`config.mk`:
```
export PLATFORM = sky130hd
export DESIGN_NAME = bpt_merge
export DESIGN_NICKNAME = d
export VERILOG_FILES = /design/src/sv/bpt_merge.sv
export SDC_FILE = /design/constraint.sdc
export NUM_CORES = 1
export LEC_CHECK = 0
export ABC_AREA = 0
export BUFFER_PORTS_ARGS = -buffer_cell sky130_fd_sc_hd__buf_2
export CORE_AREA = 5 5 398 400
export DETAILED_ROUTE_END_ITERATION = 12
export DIE_AREA = 0 0 403 405
export PLACE_DENSITY = 0.3
export SLEW_MARGIN = 20
export SYNTH_ARGS = -nofsm -noshare
export SYNTH_HDL_FRONTEND = slang
export SYNTH_SLANG_ARGS = --single-unit
```
`constraint.sdc`:
```
create_clock -name vclk -period 3.05
set_input_delay 0.61 -clock vclk [all_inputs]
set_output_delay 0.61 -clock vclk [all_outputs]
set_load 0.02 [all_outputs]
```
`src/sv/bpt_merge.sv`:
```
// Node merge: opens a key lane and a slot lane and drops a new entry in.
`default_nettype none
module bpt_merge #(
    parameter int MAX_KEYS = 4,
    parameter int SW       = 32
) (
    input  wire logic [MAX_KEYS-1:0][63:0]         i_keys,
    input  wire logic [MAX_KEYS:0][SW-1:0]         i_slots,
    input  wire logic [$clog2(MAX_KEYS+1)-1:0]     i_kpos,
    input  wire logic                              i_soff,
    input  wire logic [63:0]                       i_ikey,
    input  wire logic [SW-1:0]                     i_islot,
    output logic      [MAX_KEYS:0][63:0]           o_tk,
    output logic      [MAX_KEYS+1:0][SW-1:0]       o_tv
);
    localparam int CW = $clog2(MAX_KEYS+1);

    logic [CW:0] spos;
    assign spos = {1'b0, i_kpos} + (CW+1)'(i_soff);

    for (genvar j = 0; j <= MAX_KEYS; j++) begin : g_key
        if (j == 0) begin : g_first
            assign o_tk[j] = (i_kpos == '0) ? i_ikey : i_keys[j];
        end else if (j == MAX_KEYS) begin : g_last
            assign o_tk[j] = (i_kpos == CW'(j)) ? i_ikey : i_keys[j-1];
        end else begin : g_mid
            assign o_tk[j] = ((CW+1)'(j) < {1'b0, i_kpos}) ? i_keys[j] :
                             (i_kpos == CW'(j)) ? i_ikey : i_keys[j-1];
        end
    end

    for (genvar j = 0; j <= MAX_KEYS+1; j++) begin : g_slot
        if (j == 0) begin : g_first
            assign o_tv[j] = (spos == '0) ? i_islot : i_slots[j];
        end else if (j == MAX_KEYS+1) begin : g_last
            assign o_tv[j] = (spos == (CW+1)'(j)) ? i_islot : i_slots[j-1];
        end else begin : g_mid
            assign o_tv[j] = ((CW+1)'(j) < spos) ? i_slots[j] :
                             (spos == (CW+1)'(j)) ? i_islot : i_slots[j-1];
        end
    end
endmodule
`default_nettype wire

```
======== Yosys cells after proc, flatten, opt, wreduce, memory -nomap -nowiden ========
Cells that the tools add are included.
operators by class
  $add $sub $neg .......................... 1
  order comparisons ....................... 7
  equality and inequality tests ........... 9
  mux-type cells .......................... 18
  reduce and logical (&&, ||, !) cells .... 2
operator list
  operator                                                               count
  64-bit 2-to-1 mux                                                      8
  32-bit 2-to-1 mux                                                      10
  4-bit by 2-bit equality test with 1-bit output, second input constant  2
  4-bit by 3-bit equality test with 1-bit output, second input constant  2
  2-bit by 4-bit < comparator with 1-bit output, first input constant    2
  3-bit by 2-bit equality test with 1-bit output, second input constant  2
  2-bit by 3-bit < comparator with 1-bit output, first input constant    2
  3-bit by 1-bit adder with 4-bit output                                 1
  4-bit by 1-bit equality test with 1-bit output, second input constant  1
  4-bit zero test                                                        1
  1-bit by 4-bit < comparator with 1-bit output, first input constant    1
  3-bit by 4-bit < comparator with 1-bit output, first input constant    1
  3-bit by 1-bit equality test with 1-bit output, second input constant  1
  3-bit equality test, second input constant                             1
  3-bit zero test                                                        1
  1-bit by 3-bit < comparator with 1-bit output, first input constant    1
word-level totals
  flip-flop bits (word level) ............. 0
  output and inout port bits .............. 512
  logic and storage cells ................. 37

======== Depth between registers and ports, before layout ========
Gate-level depths: netlist (run 1).
  depth in word-level cells ............... 4
  mapped depth ............................ 10

======== Least setup slack after synthesis (run 1) ========
Ideal clock, no wire load.
  path type ............................... input to output
  start ................................... in i_kpos[0]
  end ..................................... out o_tv[10] (netlist name)
  arrival time ............................ 2.405 ns
  required time ........................... 2.440 ns
  path slack .............................. 0.035 ns
  cell stages on the path ................. 7
  cell sequence ........................... ha_1 ha_1 or2_2 or2_2 a21oi_2 buf_4 mux2_2
RTL lines
  item                RTL line  text
  start: declaration  9         input wire logic [$clog2(MAX_KEYS+1)-1:0] i_kpos,
  end: declaration    14        output logic [MAX_KEYS+1:0][SW-1:0] o_tv

==> summary.md, run 1 <==
| Metric | Value |
|---|---|
| Combinational cell fraction of total power | 100.0% |
| Ys Warns | 0 |
| Clock share of power | 0% |
| Chip Height | 405 µm |
| Critical path required time | 2.44 ns |
| Via count | 16125 |
| Slew Limit Fails | 0 |
| Area of the multi-input gates | 9619 µm² |
| Total Routing Usage GR | 15.56% |
| Number of fill cells | 18164 |
| Final design utilization | 13.33% |
| Hold/Removal Path Class | primary input to output pin |
| Seq cells | 0 |
| Post-layout net count | 2987 |
| Core area | 154900 µm² |
| Top post-synthesis cells by count | nand2_1, mux2_2, o21ai_0, mux2i_1, clkbuf_1 |
| Port Buffers | 1028 |
| Gpl congestion | 0.9175 |
| Cell taking the most area after synthesis | mux2_2 |
| Count leader, synth | nand2_1 |
| Total grt overflow | 0 |
| Largest net degree at the start of global routing | 71 |
| Buf+Inv Stages, Crit Path | 5 |
| Critical Path Most Common Cell | buf_12 |
| Hold Path Depth | 3 |
| Synth cell types | 34 |
| Sw power | 2.955 mW |
| Sw frac | 59.81% |
| Tmin final | 3.237 ns |
| Die ar. | 163200 µm² |
| Horiz. Die Dim | 403 µm |
| DRT Pass-1 Iters | 5 |
| Hold endpoint | o_tv[185] |
| Sequential cell area | 0 µm² |
| Drc violations | 0 |
| Hpwl dp | 120.7 mm |
| Synth top area share | 29.45% |
| Crit end category | output pin |
| Crit Path Max Fanout | 7 |
| CLK BUF | 0 |
| Setup WS post-layout | -0.1874 ns |
| Initial antenna violation count | 124 |
| Synth Cell Area | 9673 µm² |
| HP Start | i_slots[153] |
| DRT Wirelength | 137.2 mm |
| Failing checks | negative setup slack |
| Power Internal | 1.986 mW |
| Starting Density | 6.243% |
| First-pass GRT wire length | 170.7 mm |
| DRT antenna net count | 0 |
| Static leakage | 9.785 nW |
| Critical Path AT | 2.63 ns |
| Critical-path top delay cell | or3b_4 |
| Total power | 4.941 mW |
| Vias in the first global route | 16051 |
| Top cell family by delay on the critical path | buffers and inverters |
| Worst setup startpoint | i_kpos[0] |
| Fmax | 0.3089 GHz |
| CP peak stage delay | 0.39 ns |
| Slew @ Worst Pin | 0.5446 ns |
| Critical Path, Cell by Cell | buf_12 > buf_4 > ha_4 > xor2_2 > or3b_4 > a21bo_4 > buf_12 > clkbuf_16 > mux2_4 > buf_6 |
| Fraction of layout cells with a size suffix above 1 | 64.92% |
| Layout area overhead | 113.4% |
| Cells after Synth | 1382 |
| Setup Viol. Count Final | 110 |
| Post-Layout Cell Count | 4571 |
| Max rail drop VDD | 0.09008 mV |
| I/O pins | 1028 |
| Wire per inst | 30.01 µm |
| Std cell rows | 145 |
| Reg power frac | 0% |
| Crit start category | primary input |
| Syn_area_per_cell | 6.999 µm² |
| Max-Cap Viols | 0 |
| Tcrit/Tclk final | 106.1% |
| RSZ-0062 raised after global routing | true |
| Routed vias/inst | 3.528 |
| PwrDens | 239.3 nW/µm² |
| Starting DRT DRC Count | 1001 |
| Register area share after synthesis | 0% |
| Final Hold Vio Count | 0 |
| Synth area leaders | mux2_2, nand2_1, mux2i_1 |
| Run status | finished with violations |
| CP Class | primary input to output pin |
| Hold_buf cts | 0 |
| Net Count, Synth | 1901 |
| Post-Place Cells | 4490 |
| Slew margin rel. | 63.69% |
[metrics by stage]
step	area (µm²)	TNS [ns]	hold slack [ns]	setup WS, ns
2_1_floorplan	9673	0	1.379	0.03500
3_3_place_gp	18740	-28.21	1.553	-0.2932
3_5_place_dp	18740	-27.99	1.551	-0.2964
4_1_cts	19730	-13.00	1.554	-0.2062
5_1_grt	20540	-17.98	1.558	-0.2092
6_report	20650	-10.77	1.546	-0.1874
[tightest hold or removal path: stages]
cell and delay [ns]:
buf_2 0.09, mux2_4 0.13, buf_6 0.10
[what timing repair did]
action	in CTS	in global routing
gates cloned	9	5
pin swaps	9	13
setup buffers	15	16
resized for setup	172	189
endpoints found under the setup margin	184	249
endpoints found under the hold margin	0	0
[placed cells by master (no fill, tap or decap), types with 6 or more instances in the layout]
master / instances
a211oi_1: 21
a211oi_2: 11
a21oi_1: 64
a22oi_1: 64
buf_12: 65
buf_16: 7
buf_2: 897
buf_4: 153
buf_6: 91
diode_2: 47
mux2_1: 7
mux2_2: 214
mux2_4: 99
mux2i_1: 96
nand2_1: 288
nand2b_1: 32
nor2_1: 32
nor2b_1: 65
nor3_1: 25
o21ai_0: 153
o31ai_1: 11
o31ai_2: 15
o31ai_4: 6
[layout make-up]
| cell class | instances | share of cell area (%) |
|---|---|---|
| Multi-Input combinational cell | 1244 | 46.59 |
| Timing Repair Buffer | 1222 | 40.37 |
| Tap cell | 2058 | 12.47 |
| Antenna cell | 47 | 0.5697 |
[power by group through the flow]
stage,sequential [mW],clock [mW],combinational [mW]
floorplan,0,0,2.12
global placement,0,0,4.56
detailed placement,0,0,4.56
CTS,0,0,4.85
global route,0,0.000000265,5.20
finish,0,0.00000163,4.94
[per-layer routing]
layer | global-route usage, % | wire length (µm) | part of all wire (%) | vias up
li1 | - | - | - | 7227
met1 | 18.07 | 53870 | 39 | 7834
met2 | 28.63 | 69430 | 51 | 817
met3 | 5.306 | 11700 | 8.5 | 179
met4 | 1.252 | 1756 | 1.3 | 68
met5 | 0 | 424 | 0.31 | -
[worst max path at each step]
stage | endpoint | slack (ns) | cells after the start
global placement | o_tv[13] | -0.29 | 9
CTS | o_tv[158] | -0.21 | 11
floorplan | o_tv[10] | 0.04 | 7
detailed placement | o_tv[13] | -0.30 | 9
finish | o_tv[177] | -0.19 | 10
global route | o_tv[158] | -0.21 | 11
[cell families after synthesis]
kind of cell | Yosys count | synth area share (%)
AOI/OAI and AO/OA | 359 | 22.05
xor gates and xnor gates | 1 | 0.09056
adders and majority gates | 3 | 0.3881
buffers and inverters | 138 | 6.558
muxes | 416 | 49.51
and+or+nand+nor | 465 | 21.39
Note: power is estimated with default switching activity, not from simulation.
==> inputs of run 2 (changes only) <==
- REMOVE_ABC_BUFFERS: not set -> 1
==> run 2 against run 1 <==
  * The run still ends with negative setup slack left
  * Power shrank 2.4%
  * Critical path depth is the same
  * Via count grew 2.4%
  * Clock-buffer cell count is the same
  * Combinational power shrank 2%
  * First-iteration DRC count shrank 3.8%
  * Final cell count shrank 0.72%
  * Largest cell class unchanged
  * Largest power group unchanged
==> summary.md, run 2 (synthesis gave the netlist of run 1 again) <==
| Metric | Value |
|---|---|
| Post-Layout Cell Count | 4538 |
| Core area | 154900 µm² |
| RSZ-0062 raised after global routing | true |
| I/O pins | 1028 |
| Fraction of layout cells with a size suffix above 1 | 64.32% |
| Fmax | 0.3142 GHz |
| Crit start category | primary input |
| HP Start | i_slots[147] |
| Starting Density | 6.243% |
| Gpl congestion | 0.9303 |
| DRT Wirelength | 153.6 mm |
| DRT Pass-1 Iters | 5 |
| Layout area overhead | 107.2% |
| Initial antenna violation count | 198 |
| Final Hold Vio Count | 0 |
| Sequential cell area | 0 µm² |
| Seq cells | 0 |
| Total power | 4.820 mW |
| Std cell rows | 145 |
| CP Class | primary input to output pin |
| First-pass GRT wire length | 186.3 mm |
| Slew @ Worst Pin | 0.6222 ns |
| Final design utilization | 12.94% |
| Number of fill cells | 18175 |
| Post-Place Cells | 4467 |
| Max-Cap Viols | 0 |
| DRT antenna net count | 0 |
| Largest net degree at the start of global routing | 106 |
| Setup WS post-layout | -0.1325 ns |
| PwrDens | 240.5 nW/µm² |
| Most common cell after layout, fill and taps aside | buf_2 |
| Slew margin rel. | 58.52% |
| Crit end category | output pin |
| Critical path required time | 2.44 ns |
| Horiz. Die Dim | 403 µm |
| Starting DRT DRC Count | 963 |
| Chip Height | 405 µm |
| Total grt overflow | 0 |
| Max rail drop VDD | 0.06217 mV |
| Slew Limit Fails | 0 |
| Routed vias/inst | 3.640 |
| Setup Viol. Count Final | 119 |
| Via count | 16519 |
| Crit Path Max Fanout | 9 |
| Hold/Removal Path Class | primary input to output pin |
| Failing checks | negative setup slack |
| Wire per inst | 33.84 µm |
| CLK BUF | 0 |
| Total Routing Usage GR | 17.34% |
| Vias in the first global route | 15794 |
| Drc violations | 0 |
| Tmin final | 3.182 ns |
| Static leakage | 9.509 nW |
| Hold_buf cts | 0 |
| Post-layout net count | 2962 |
| Most frequent cells in the layout | buf_2, nand2_1, mux2_2 |
| Die ar. | 163200 µm² |
| Run status | finished with violations |
| Hpwl dp | 135.5 mm |
| Worst setup startpoint | i_kpos[0] |
| Port Buffers | 1028 |
| Critical Path AT | 2.57 ns |
| Tcrit/Tclk final | 104.3% |
run 2: changes by cell type in the layout (fill, tap and decap cells not counted), sizes merged:
cell,change
buf,-26
diode,-8
o21a,+1
run 2: path summary, 6_finish.rpt:
| path | end | slack [ns] | cells after the start |
|---|---|---|---|
| hold / removal | o_tv[179] | 1.55 | 3 |
| setup / recovery | o_tv[6] | -0.13 | 10 |
run 2: worst max-delay path, cell delays in order:
cell     delay (ns)
buf_12         0.12
ha_4           0.17
ha_4           0.16
or2_4          0.24
or2_4          0.25
a21oi_4        0.17
buf_12         0.14
buf_12         0.15
mux2_2         0.35
buf_2          0.16
run 2: what timing repair did:
action                     CTS  global route
setup buffers                9            16
cloned                       5             8
setup endpoints to repair  184           168
pin swaps                   12             8
hold endpoints to repair     0             0
resized for setup          186           116
run 2: per-stage QoR:
stage                     hold WS [ns]  setup WS, ns  cell area [µm²]  setup TNS, ns
after floorplan                  1.379        -3.684             9039        -835.40
after global placement           1.556       -0.2575            18480         -25.66
after detailed placement         1.559       -0.2807            18480         -26.59
after CTS                        1.550       -0.1281            19350         -8.936
after global routing             1.560       -0.1664            19960         -12.04
final                            1.551       -0.1325            20040         -7.224
run 2: layout make-up:
class              instances  area [µm²]  share of cell area, %
diodes                    39       97.59                 0.4869
well taps               2058        2575                  12.85
repair buffers          1196        7856                  39.19
multi-input cells       1245        9515                  47.47
run 2: routing by layer:
| metal | wire length [µm] | global-route usage [%] | part of all wire [%] |
|---|---|---|---|
| met4 | 2877 | 1.264 | 1.9 |
| met3 | 15510 | 7.267 | 10 |
| met2 | 75300 | 31.05 | 49 |
| met1 | 59030 | 20.05 | 38 |
| met5 | 842 | 0 | 0.55 |
run 2: power by group:
part	switching (mW)	total (mW)	internal, mW
logic	2.95	4.82	1.87
registers	0	0	0
clock network	0	0.00000166	0.00000166
